==> src/rtl/hmc_queue.sv <==
// Two-entry queue between the front and back ends.
module hmc_queue #(
  parameter int unsigned DATA_W = 8
) (
  input  logic              clk,
  input  logic              rst,
  input  logic              wr_en,
  input  logic [DATA_W-1:0] wr_data,
  output logic              q_full,
  input  logic              rd_en,
  output logic              rd_valid,
  output logic [DATA_W-1:0] rd_data
);

  logic [DATA_W-1:0] slots [2];
  logic              wr_ptr;
  logic              rd_ptr;
  logic [1:0]        count;

  always_ff @(posedge clk) begin
    if (rst) begin
      wr_ptr <= 1'b0;
      rd_ptr <= 1'b0;
      count  <= 2'd0;
    end else begin
      if (wr_en) begin
        wr_ptr <= !wr_ptr;
      end
      if (rd_en) begin
        rd_ptr <= !rd_ptr;
      end
      if (wr_en && !rd_en) begin
        count <= count + 2'd1;
      end else if (rd_en && !wr_en) begin
        count <= count - 2'd1;
      end
    end
  end

  always_ff @(posedge clk) begin
    if (wr_en) begin
      slots[wr_ptr] <= wr_data;
    end
  end

  assign q_full   = (count == 2'd2);
  assign rd_valid = (count != 2'd0);
  assign rd_data  = slots[rd_ptr];

endmodule

==> config.mk <==
export PLATFORM = sky130hd
export DESIGN_NAME = hmc_queue
export DESIGN_NICKNAME = d
export VERILOG_FILES = /design/src/rtl/hmc_queue.sv
export SDC_FILE = /design/constraint.sdc
export NUM_CORES = 1
export LEC_CHECK = 0
export ABC_AREA = 1
export BUFFER_PORTS_ARGS = -buffer_cell sky130_fd_sc_hd__buf_2
export CORE_ASPECT_RATIO = 0.8
export CORE_UTILIZATION = 30
export CTS_CLUSTER_DIAMETER = 80
export CTS_CLUSTER_SIZE = 12
export DETAILED_ROUTE_END_ITERATION = 8
export GPL_ROUTABILITY_DRIVEN = 0
export GPL_TIMING_DRIVEN = 0
export PLACE_DENSITY = 0.51
export REMOVE_ABC_BUFFERS = 1
export SLEW_MARGIN = 5
export SYNTH_ARGS = -nofsm -noshare
export SYNTH_HDL_FRONTEND = slang
export SYNTH_SLANG_ARGS = --single-unit
==> constraint.sdc <==
create_clock -name clk -period 1.61 [get_ports clk]
set_clock_uncertainty 0.1 [all_clocks]
set_input_delay 0.0805 -clock clk [delete_from_list [all_inputs] [get_ports clk]]
set_output_delay 0.0805 -clock clk [all_outputs]
set_load 0.005 [all_outputs]
==> results.md <==
* Endpoint, Worst Hold: slots[1][1]$_DFFE_PP_
* Hpwl dp at roughly 860 um
* R2r setup slk at around 0.27 ns
* Final WL at 1255 um
* Top cells by count, synth: edfxtp_1 (16), inv_1 (8), mux2_2 (8)
* Leak pwr at 0.4657 nW
* Sequential share of power at 0.626
* # DRC at 0
* Most frequent cell after synthesis: edfxtp_1
* Synthesized area per cell at ~14 um^2
* Vias at 531
* Area leader, netlist: edfxtp_1
* CTS tree: done
* # clock sinks at 21
* Die W at between 60 and 70 um
* Site row count at 16
* Hold Path Class: in2reg
* Critical Path Sink Type: flop
* Die area at 0.002916 mm^2
* CP required at 1.45 ns
* # setup viols final at 0
* DRT iter0 DRCs at 5
* Hold path depth at 2
* Wire per inst at 9.654 um
* Initial Utilization at 0.3240
* Root buffer cell: clkbuf_4
* Largest net degree at the start of global routing at 13
* Flops & latches, synth at 21
* Io pins at 22
* Total Routing Usage GR at 0.09606
* Maximum clock frequency at 679.3 MHz
* Mapped cell area at slightly above 800 um^2
* Vias in the first global route at 454
* Fraction of registers with async set/reset at 0
* Vias per cell at roughly 4.1
* Max_slew headroom at 0.5418
* Area after DPL at 949.7 um^2
* P&R area growth vs syn at 35.49%
* Reg-to-reg startpoint: wr_ptr$_SDFFE_PP0P_
* Critical Setup Path Class: in2reg
* Sequential cell area fraction in the yosys report at 0.7160
* Post-synth EDFFs at 16
* R2r endpoint: slots[0][2]$_DFFE_PP_
* Final Cell Area at 0.001099 mm^2
* Unrepaired setup endpoints after global routing: no
* Final Cycle Share at 0.9143
* PD cells at 931.2 mW/mm^2
* Fin cells at 130
* Status: finished clean
* Maxcap violations at 0
* Setup slack after layout at 0.1379 ns
* TNS Setup at 0 ns
* Max Slew Vio Count at 0
* Combinational power share at 0.143
* Initial antenna violation count at 0
* P_int at between 700 and 800 uW
* Ranking of synthesized cells by area: edfxtp_1 (59%), dfxtp_1 (12%), mux2_2 (11%)
* Core ar. at 0.002502 mm^2
* Clock Power Share at 0.231
* Placed insts at 114
* Post-layout nets at around 110
* CP arrival at ~1.3 ns
* CTS clk-pin slew, worst paths at 0.10 ns
* CP startpoint kind: input port
* Hold slack at 0.3970 ns
* Min-delay src: wr_data[1]
* Routed Antenna Nets at 0
* Setup WS pre-CTS at 0.2618 ns
* Global-route wire length before repair at ~1900 um
* Port Buffer Count at 21
* CTS HTree Levels at 1
* Switching Fraction at 0.2205
* Ant. Diodes at 0
* Net Switching at 225.6 uW
* Layout cells sized above 1 at 0.3830
* Worst-skew pair later-pin latency at 0.30 ns
* Synth warn at 0
* Hold Vio Cnt, Final at 0
* Grt ovf at 0
* Max FO, Critical Path at 8
* Max Root-Sink Buffers at 2
* Number of buffers created by CTS at 3
* Drt pass-1 iters at 4
* Least-Margin Pin Slew at 0.6847 ns
* Peak supply drop at ~0.00056 V
* Total power at around 1 mW
* Post-layout util at 0.4390
* Synth Instances at 58
* Worst R2R Path Depth at 1
* Top_reg_cell synth: edfxtp_1
* Share of Yosys cell area claimed by the top area cell type at 0.5926
* Unique masters post-synth at 16
* Die height at 48.50 um
* Min Tclk post-route at 1.472 ns
## logic make-up after synthesis
family	count (synthesis)	share of synthesized area
flip-flops	21	0.7161
multiplexers	8	0.1111
AO/OA/AOI/OAI	2	0.01233
XOR/XNOR	1	0.01080
adder cells (fa/ha/maj)	1	0.01543
buffers and inverters	10	0.05555
AND/OR/NAND/NOR	15	0.07870
## what timing repair did
action / 4_1_cts / 5_1_grt
endpoints found under the setup margin: 0 / 8
resized for setup: 0 / 1
hold buffers: 12 / 0
hold endpoints to repair: 21 / 0
buffers inserted: 0 / 0
## state kept, by name, summed over array words and instances (netlist names), named ones only
register	count
slots	16
count	2
rd_ptr	1
wr_ptr	1
## power by group through the flow
stage               sequential, mW  clock, mW  combinational, mW
floorplan                    0.646          0             0.0719
global placement             0.651          0              0.122
detailed placement           0.653          0              0.123
CTS                          0.641      0.250              0.148
global route                 0.645      0.282              0.163
finish                       0.640      0.237              0.146
## metal layers
layer  GRT usage  vias to the layer above  wire length (um)
met4     0.03488                        0                 0
li1            -                      269                 -
met3     0.05615                        0                66
met2      0.1484                       14               619
met1      0.1080                      248               569
met5           0                        -                 0
## final cells by class
class / count / area, um^2
clock buffer: 3 / 22.52
clock inverter: 1 / 5.005
fill: 235 / 1404
inverter: 9 / 33.78
multi-input combinational: 27 / 185.2
sequential: 21 / 581.8
tap: 36 / 45.04
timing repair buffer: 33 / 225.2
## critical path, cell delays in order
cell	delay (ns)
dlygate4sd3_1	0.53
buf_2	0.14
inv_1	0.04
nor2_1	0.52
## cells in the final DEF, fill, tap and decap left out
cell type and count:
dfxtp_1 4, a21oi_1 1, nand2_2 1, nor3_1 1, buf_2 21, o21ai_0 1, inv_1 8, nand2_1 5
nor2_1 6, inv_2 1, nand3_1 1, dfxtp_2 1, nand4_1 1, edfxtp_1 16, dlygate4sd3_1 12, mux2_2 8
clkbuf_4 3, clkinv_2 1, ha_1 1, xnor2_1 1
## worst max-delay path by stage
stage | start | endpoint | slack, ns | depth (start not counted)
finish | wr_en | slots[0][2]$_DFFE_PP_ | 0.14 | 4
global route | wr_en | slots[0][4]$_DFFE_PP_ | 0.07 | 4
CTS | flop | rd_data[4] | 0.008 | 2
detailed placement | wr_ptr$_SDFFE_PP0P_ | slots[0][1]$_DFFE_PP_ | 0.26 | 1
global placement | wr_ptr$_SDFFE_PP0P_ | slots[0][1]$_DFFE_PP_ | 0.25 | 1
floorplan | wr_ptr$_SDFFE_PP0P_ | slots[0][0]$_DFFE_PP_ | 0.45 | 1
Note: power is estimated with default switching activity, not from simulation.
