===== src/rtl/hmc_pkg.sv =====
// Shared types and constants for the hashed memo cache.
package hmc_pkg;

  localparam int unsigned KEY_W      = 48;
  localparam int unsigned PHASE_W    = 16;
  localparam int unsigned SLOT_W     = 15;
  localparam int unsigned HASH_SHIFT = 15;

  typedef enum logic {
    FUNC_LOOKUP = 1'b0,
    FUNC_SET    = 1'b1
  } func_t;

  typedef struct packed {
    func_t               func;
    logic [KEY_W-1:0]    key_first;
    logic [KEY_W-1:0]    key_second;
    logic [KEY_W-1:0]    key_third;
    logic [PHASE_W-1:0]  key_phase;
    logic [SLOT_W-1:0]   set_index;
    logic                set_value;
  } req_t;

  typedef struct packed {
    logic               hit;
    logic               cached_value;
    logic [SLOT_W-1:0]  slot_index;
  } rsp_t;

  typedef struct packed {
    logic [KEY_W-1:0]    first;
    logic [KEY_W-1:0]    second;
    logic [KEY_W-1:0]    third;
    logic [PHASE_W-1:0]  phase;
  } tag_t;

  typedef enum logic [2:0] {
    ST_CLEAR,
    ST_IDLE,
    ST_HASH,
    ST_READ,
    ST_ACCESS
  } back_state_t;

endpackage


===== src/rtl/hmc_front.sv =====
// Front end: accepts items and forms the weighted key sum for the hash.
module hmc_front #(
  parameter int unsigned SUM_W = 30
) (
  input  logic                   push,
  output logic                   full,
  input  hmc_pkg::req_t          request,
  input  logic                   clearing,
  input  logic                   q_full,
  output logic                   q_push,
  output logic [$bits(hmc_pkg::req_t)+SUM_W-1:0] q_data
);

  logic [SUM_W-1:0] sum;

  // a + 17b + 257c + 513d, kept to the bits the index needs
  assign sum = SUM_W'(request.key_first)
             + SUM_W'({request.key_second, 4'b0000}) + SUM_W'(request.key_second)
             + SUM_W'({request.key_third, 8'h00}) + SUM_W'(request.key_third)
             + SUM_W'({request.key_phase, 9'h000}) + SUM_W'(request.key_phase);

  assign full   = q_full || clearing;
  assign q_push = push && !full;
  assign q_data = {request, sum};

endmodule


===== config.mk =====
export PLATFORM = sky130hd
export DESIGN_NAME = hmc_front
export DESIGN_NICKNAME = d
export VERILOG_FILES = /design/src/rtl/hmc_pkg.sv /design/src/rtl/hmc_front.sv
export SDC_FILE = /design/constraint.sdc
export NUM_CORES = 1
export LEC_CHECK = 0
export BUFFER_PORTS_ARGS = -buffer_cell sky130_fd_sc_hd__buf_4
export CORE_AREA = 2 2 151 153
export DETAILED_ROUTE_END_ITERATION = 10
export DIE_AREA = 0 0 153 155
export GPL_TIMING_DRIVEN = 0
export MAX_ROUTING_LAYER = met4
export PLACE_DENSITY = 0.58
export SLEW_MARGIN = 20
export SYNTH_ARGS = -nofsm -noshare
export SYNTH_HDL_FRONTEND = slang
export SYNTH_SLANG_ARGS = --single-unit

===== constraint.sdc =====
create_clock -name vclk -period 14.4
set_input_delay 2.88 -clock vclk [all_inputs]
set_output_delay 2.88 -clock vclk [all_outputs]
set_load 0.1 [all_outputs]

==> flow_metrics.env, run 1 <==
export IMPL_synth_area_leaders="fa_1, buf_4, ha_1"
export IMPL_dp_final_hpwl_um=18200
export IMPL_synthTopCellsByCount="inv_1, buf_4, fa_1"
export IMPL_route_final_wire_length_um=18900
export IMPL_diodes=0
export IMPL_drt_iter0_drc=123
export IMPL_rows=55
export IMPL_yosysSeqAreaShare=0
export IMPL_clkbuf_count=0
export IMPL_synthCells=701
export IMPL_grt_pass1_wl_um=28400
export IMPL_cp_top_family="adder cells"
export IMPL_ctsResizeCount=0
export IMPL_worstSetupPathDepth=17
export IMPL_cp_endpoint="q_data[29]"
export IMPL_grt_max_degree=11
export IMPL_grt_overflow=0
export IMPL_path_max_fanout=6
export IMPL_fin_crit_sh=0.721
export IMPL_antenna_left=0
export IMPL_synth_cell_types=47
export IMPL_synth_largest_area_cell="fa_1"
export IMPL_holdWs_ns=6.09
export IMPL_syn_to_final_growth_pct=45.5
export IMPL_die_height_um=155
export IMPL_hold_viol_final=0
export IMPL_gp_congestion=0.854
export IMPL_pin_count=389
export IMPL_finalNonFillerCells=1304
export IMPL_yosys_cell_count_top_type="inv_1"
export IMPL_fin_crit_ns=10.38
export IMPL_startpoint="request[44]"
export IMPL_start_util=0.271
export IMPL_seq_cell_count=0
export IMPL_rsz0062_at_grt="no"
export IMPL_antenna_found_initial=0
export IMPL_max_stage_delay_ns=0.59
export IMPL_drtPass1Iterations=5
export IMPL_yosys_area_top_type_share=0.352
export IMPL_setup_viol=0
export IMPL_fp_dieW_um=153
export IMPL_status="finished, final reports clean"
export IMPL_track_usage=0.156
export IMPL_drc=0
export IMPL_fin_tns_setup_ns=0
export IMPL_critPathSlowestCell="o41ai_4"
export IMPL_postLayoutCoreUtil=0.395
export IMPL_cp_arrival_ns=7.50
export IMPL_syn_area_per_cell_sq_um=8.61
export IMPL_worstPathRequired_ns=11.52
export IMPL_drive_above_1_share=0.499
export IMPL_cp_start_kind="primary input"
export IMPL_path_cells="buf_4 -> inv_1 -> fa_1 -> inv_1 -> fa_1 -> fa_1 -> inv_1 -> fa_1 -> inv_1 -> ha_1 -> nand2_2 -> o21bai_1 -> a311o_1 -> o41ai_4 -> a31oi_1 -> xnor2_1 -> buf_4"
export IMPL_end_kind="primary output"
export IMPL_regArea_sq_um=0
export IMPL_fmax_mhz=96.4
export IMPL_cp_num_buf_inv=6
export IMPL_wl_per_cell_um=14.5
export IMPL_post_cts_setup_buffers=0
export IMPL_routed_via_density=4.10
export IMPL_num_vias=5352
export IMPL_synth_nets=1046
export IMPL_ys_warn_count=0
export IMPL_min_path_type="in2out"
export IMPL_cts_hold_buffers=0
export IMPL_cap_violations=0
export IMPL_grt_pass1_vias=5491
export IMPL_io_buffer_count=318
export IMPL_finish_net_count=1366
export IMPL_die_area_sq_mm=0.0237
export IMPL_dpl_cell_count=1304
export IMPL_netlist_area_sq_mm=0.00603
export IMPL_drv_slew=0
export IMPL_worst_slew_pin_slew_ns=0.522
export IMPL_crit_type="in2out"
export IMPL_maxSlewHeadroom=0.651
export IMPL_core_sq_mm=0.0222
[placed cells by master, fill, tap and decap left out, types with 3 or more instances in the layout]
master    instances
and4_1            3
ha_1             59
nand3_1           6
nand2b_1          3
o211ai_1          3
o21ai_0           5
xnor2_1          26
a21o_1            7
a31oi_1           6
nor3_1            6
o21a_1            7
a211oi_1          3
a21oi_1          22
buf_4           496
or3_1             3
fa_1            106
xor2_1            6
nand2_1          18
nor2_1           19
inv_1           181
[final cells by class]
cell class / count / area [sq um]
multi-input combinational: 338 / 4000
timing repair buffer: 318 / 2390
inverter: 181 / 679
tap: 285 / 357
fill: 2351 / 13400
buffer: 182 / 1360
[metal layers]
layer | global-route usage | vias up | routed length [um]
met5 | - | - | 0
met4 | 0 | 0 | 0
met3 | 0.0226 | 0 | 1440
met2 | 0.305 | 241 | 10500
met1 | 0.178 | 2534 | 6940
li1 | - | 2577 | -
[how the worst min path moves through the flow]
| stage | slack, ns | to | cells after the start | start |
|---|---|---|---|---|
| 2_1_floorplan | 5.97 | q_data[100] | 1 | request[70] |
| 3_3_place_gp | 6.09 | q_data[206] | 2 | request[176] |
| 3_5_place_dp | 6.09 | q_data[140] | 2 | request[110] |
| 4_1_cts | 6.09 | q_data[200] | 2 | request[170] |
| 5_1_grt | 6.09 | q_data[42] | 2 | request[12] |
| 6_report | 6.09 | q_data[140] | 2 | request[110] |
[kinds of logic after synthesis]
logic type,synth area share
buffers and inverters,0.338
and+or+nand+nor,0.0576
xor gates and xnor gates,0.0464
adders and majority gates,0.474
AOI/OAI and AO/OA,0.0840
[per-stage QoR]
step	instance area, sq um	setup slack, ns
after floorplan	6030	2.07
after global placement	8780	4.05
after detailed placement	8780	4.03
after CTS	8780	4.02
after global routing	8780	3.77
final	8780	4.02
Power of run 1 is not shown: default switching activity piles up to over one toggle a cycle in this logic, so the estimate is an artifact.
==> inputs of run 2 (changes only) <==
Settings changed: PLACE_DENSITY 0.58 to 0.6.
Clock period 14.4 ns to 9.2 ns, I/O delays scaled along.
==> flow_metrics.env, run 2 (same netlist as run 1, synthesis figures left out) <==
export IMPL_status="finished, final reports clean"
export IMPL_min_delay_start="request[121]"
export IMPL_finish_net_count=1366
export IMPL_worst_slew_pin_slew_ns=0.498
export IMPL_layout_common_cells="buf_4, inv_1, fa_1, ha_1, xnor2_1"
export IMPL_fin_tns_setup_ns=0
export IMPL_max_stage_delay_ns=0.57
export IMPL_die_height_um=155
export IMPL_die_area_sq_mm=0.0237
export IMPL_seq_cell_count=0
export IMPL_antenna_found_initial=0
export IMPL_core_sq_mm=0.0222
export IMPL_syn_to_final_growth_pct=45.5
export IMPL_drc=0
export IMPL_crit_type="in2out"
export IMPL_rows=55
export IMPL_holdPathEnd="q_data[151]"
export IMPL_wl_per_cell_um=14.7
export IMPL_fp_dieW_um=153
export IMPL_setup_viol=0
export IMPL_finalNonFillerCells=1304
export IMPL_cp_num_buf_inv=7
export IMPL_drive_above_1_share=0.499
export IMPL_io_buffer_count=318
export IMPL_path_max_fanout=7
export IMPL_regArea_sq_um=0
export IMPL_critPathSlowestCell="o41ai_4"
export IMPL_diodes=0
export IMPL_hold_viol_final=0
export IMPL_clkbuf_count=0
export IMPL_mostFrequentLayoutCell="buf_4"
export IMPL_maxSlewHeadroom=0.667
export IMPL_path_cells="buf_4 -> inv_1 -> fa_1 -> inv_1 -> fa_1 -> fa_1 -> inv_1 -> fa_1 -> inv_1 -> ha_1 -> clkbuf_2 -> o21a_1 -> o21bai_1 -> a311o_1 -> o41ai_4 -> a41oi_2 -> xnor2_1 -> buf_4"
export IMPL_num_vias=5311
export IMPL_route_final_wire_length_um=19200
export IMPL_cp_arrival_ns=6.48
export IMPL_post_cts_setup_buffers=0
export IMPL_end_kind="primary output"
export IMPL_cts_hold_buffers=0
export IMPL_dpl_cell_count=1304
export IMPL_drt_iter0_drc=158
export IMPL_min_path_cells=2
export IMPL_grt_pass1_vias=5355
export IMPL_grt_pass1_wl_um=28800
export IMPL_fin_crit_sh=0.904
export IMPL_track_usage=0.159
export IMPL_pin_count=389
export IMPL_grt_overflow=0
export IMPL_fin_crit_ns=8.32
export IMPL_dp_final_hpwl_um=18400
export IMPL_postLayoutCoreUtil=0.395
export IMPL_cp_top_family="adder cells"
export IMPL_n_fill_cell=2330
export IMPL_grt_max_degree=11
export IMPL_antenna_left=0
export IMPL_cap_violations=0
export IMPL_min_path_type="in2out"
export IMPL_rsz0062_at_grt="no"
export IMPL_ctsResizeCount=0
export IMPL_worstPathRequired_ns=7.36
export IMPL_fmax_mhz=120
export IMPL_cp_start_kind="primary input"
export IMPL_drtPass1Iterations=4
export IMPL_routed_via_density=4.07
export IMPL_gp_congestion=0.840
export IMPL_start_util=0.271
export IMPL_drv_slew=0
run 2: worst max-delay path by stage:
stage,from,to,slack [ns],depth (start not counted)
4_1_cts,request[26],q_data[27],0.80,18
3_3_place_gp,request[44],q_data[27],0.88,17
5_1_grt,request[26],q_data[27],0.58,18
2_1_floorplan,request[22],q_data[12],0.12,13
6_report,request[26],q_data[27],0.88,18
3_5_place_dp,request[26],q_data[27],0.83,18
run 2: stage by stage:
| step | setup WS, ns | hold WS (ns) | area, sq um |
|---|---|---|---|
| 2_1_floorplan | 0.123 | 3.89 | 6030 |
| 3_3_place_gp | 0.882 | 4.01 | 8780 |
| 3_5_place_dp | 0.825 | 4.01 | 8780 |
| 4_1_cts | 0.804 | 4.01 | 8780 |
| 5_1_grt | 0.579 | 4.01 | 8780 |
| 6_report | 0.880 | 4.01 | 8780 |
run 2: area by class of cell:
class | instances | area [sq um] | area share
multi-input combinational | 338 | 4000 | 0.455
inverter | 181 | 679 | 0.0774
tap | 285 | 357 | 0.0406
timing repair buffer | 318 | 2390 | 0.272
buffer | 182 | 1360 | 0.155
run 2: routing by layer:
metal	track usage	up-vias	share of wire
met5	-	-	0
met4	0.00353	0	0.0024
met1	0.185	2494	0.37
li1	-	2587	-
met2	0.309	228	0.56
met3	0.0178	2	0.066
Power of run 2 is left out for the same reason.
==> inputs of run 3 (changes only) <==
Settings changed: RECOVER_POWER set to 50.
==> flow_metrics.env, run 3 (same netlist as run 1, synthesis figures left out) <==
export IMPL_fp_dieW_um=153
export IMPL_hold_viol_final=0
export IMPL_clkbuf_count=0
export IMPL_drive_above_1_share=0.396
export IMPL_n_fill_cell=2426
export IMPL_wl_per_cell_um=14.7
export IMPL_grt_pass1_vias=5355
export IMPL_fin_tns_setup_ns=0
export IMPL_rows=55
export IMPL_gp_congestion=0.840
export IMPL_fmax_mhz=120
export IMPL_dp_final_hpwl_um=18400
export IMPL_mostFrequentLayoutCell="buf_4"
export IMPL_drv_slew=0
export IMPL_regArea_sq_um=0
export IMPL_drtPass1Iterations=4
export IMPL_antenna_left=0
export IMPL_crit_type="in2out"
export IMPL_pin_count=389
export IMPL_maxSlewHeadroom=0.185
export IMPL_syn_to_final_growth_pct=39.0
export IMPL_path_max_fanout=7
export IMPL_fin_area_sq_mm=0.00839
export IMPL_setup_viol=0
export IMPL_route_final_wire_length_um=19200
export IMPL_min_path_type="in2out"
export IMPL_dpl_cell_area_sq_mm=0.00878
export IMPL_setup_ws_ns=0.892
export IMPL_cp_arrival_ns=6.47
export IMPL_fin_crit_sh=0.903
export IMPL_diodes=0
export IMPL_die_height_um=155
export IMPL_status="finished, final reports clean"
export IMPL_grt_overflow=0
export IMPL_core_sq_mm=0.0222
export IMPL_postLayoutCoreUtil=0.377
export IMPL_start_util=0.271
export IMPL_end_kind="primary output"
export IMPL_drt_iter0_drc=154
export IMPL_seq_cell_count=0
export IMPL_rsz0062_at_grt="no"
export IMPL_die_area_sq_mm=0.0237
export IMPL_cts_hold_buffers=0
export IMPL_finish_net_count=1366
export IMPL_cap_violations=0
export IMPL_routed_via_density=4.05
export IMPL_post_cts_setup_buffers=0
export IMPL_layout_common_cells="buf_4, inv_1, clkbuf_1, fa_1, ha_1"
export IMPL_worstPathRequired_ns=7.36
export IMPL_grt_max_degree=11
export IMPL_cp_start_kind="primary input"
export IMPL_ctsResizeCount=0
export IMPL_multi_input_area_sq_mm=0.00400
export IMPL_place_ws_ns=0.825
export IMPL_num_vias=5283
export IMPL_antenna_found_initial=0
export IMPL_grt_pass1_wl_um=28800
export IMPL_io_buffer_count=318
export IMPL_track_usage=0.159
export IMPL_worst_slew_pin_slew_ns=1.23
export IMPL_drc=0
export IMPL_fin_crit_ns=8.31
[run 3: changes by cell type in the layout (fill, tap and decap cells not counted), sizes merged]
cell    delta
buf      -104
clkbuf   +104
[run 3: per-stage QoR]
stage               std cells  hold WS [ns]
floorplan                 701          3.89
global placement         1304          4.01
detailed placement       1304          4.01
CTS                      1304          4.01
global route             1304          4.11
finish                   1304          4.09
[run 3: worst paths after layout]
check | depth (start not counted) | startpoint | to
setup / recovery | 18 | request[26] | q_data[27]
hold / removal | 4 | push | q_push
[run 3: critical path, cell delays in order]
cell and delay (ns):
buf_4 0.12, inv_1 0.17, fa_1 0.45, inv_1 0.08
fa_1 0.44, fa_1 0.49, inv_1 0.05, fa_1 0.52
inv_1 0.05, ha_1 0.26, clkbuf_2 0.18, o21a_1 0.14
o21bai_1 0.08, a311o_1 0.32, o41ai_4 0.56, a41oi_2 0.18
xnor2_1 0.20, buf_4 0.32
[run 3: layout make-up]
cell class	instances	share of cell area
well taps	285	0.0425
inverters	181	0.0810
repair buffers	318	0.238
multi-input cells	338	0.476
plain buffers	182	0.162
[run 3: routing by layer]
metal,share of wire,track usage
met1,0.38,0.185
met4,0.0024,0.00353
met5,0,-
met3,0.064,0.0178
met2,0.56,0.309
Power of run 3 is left out for the same reason.
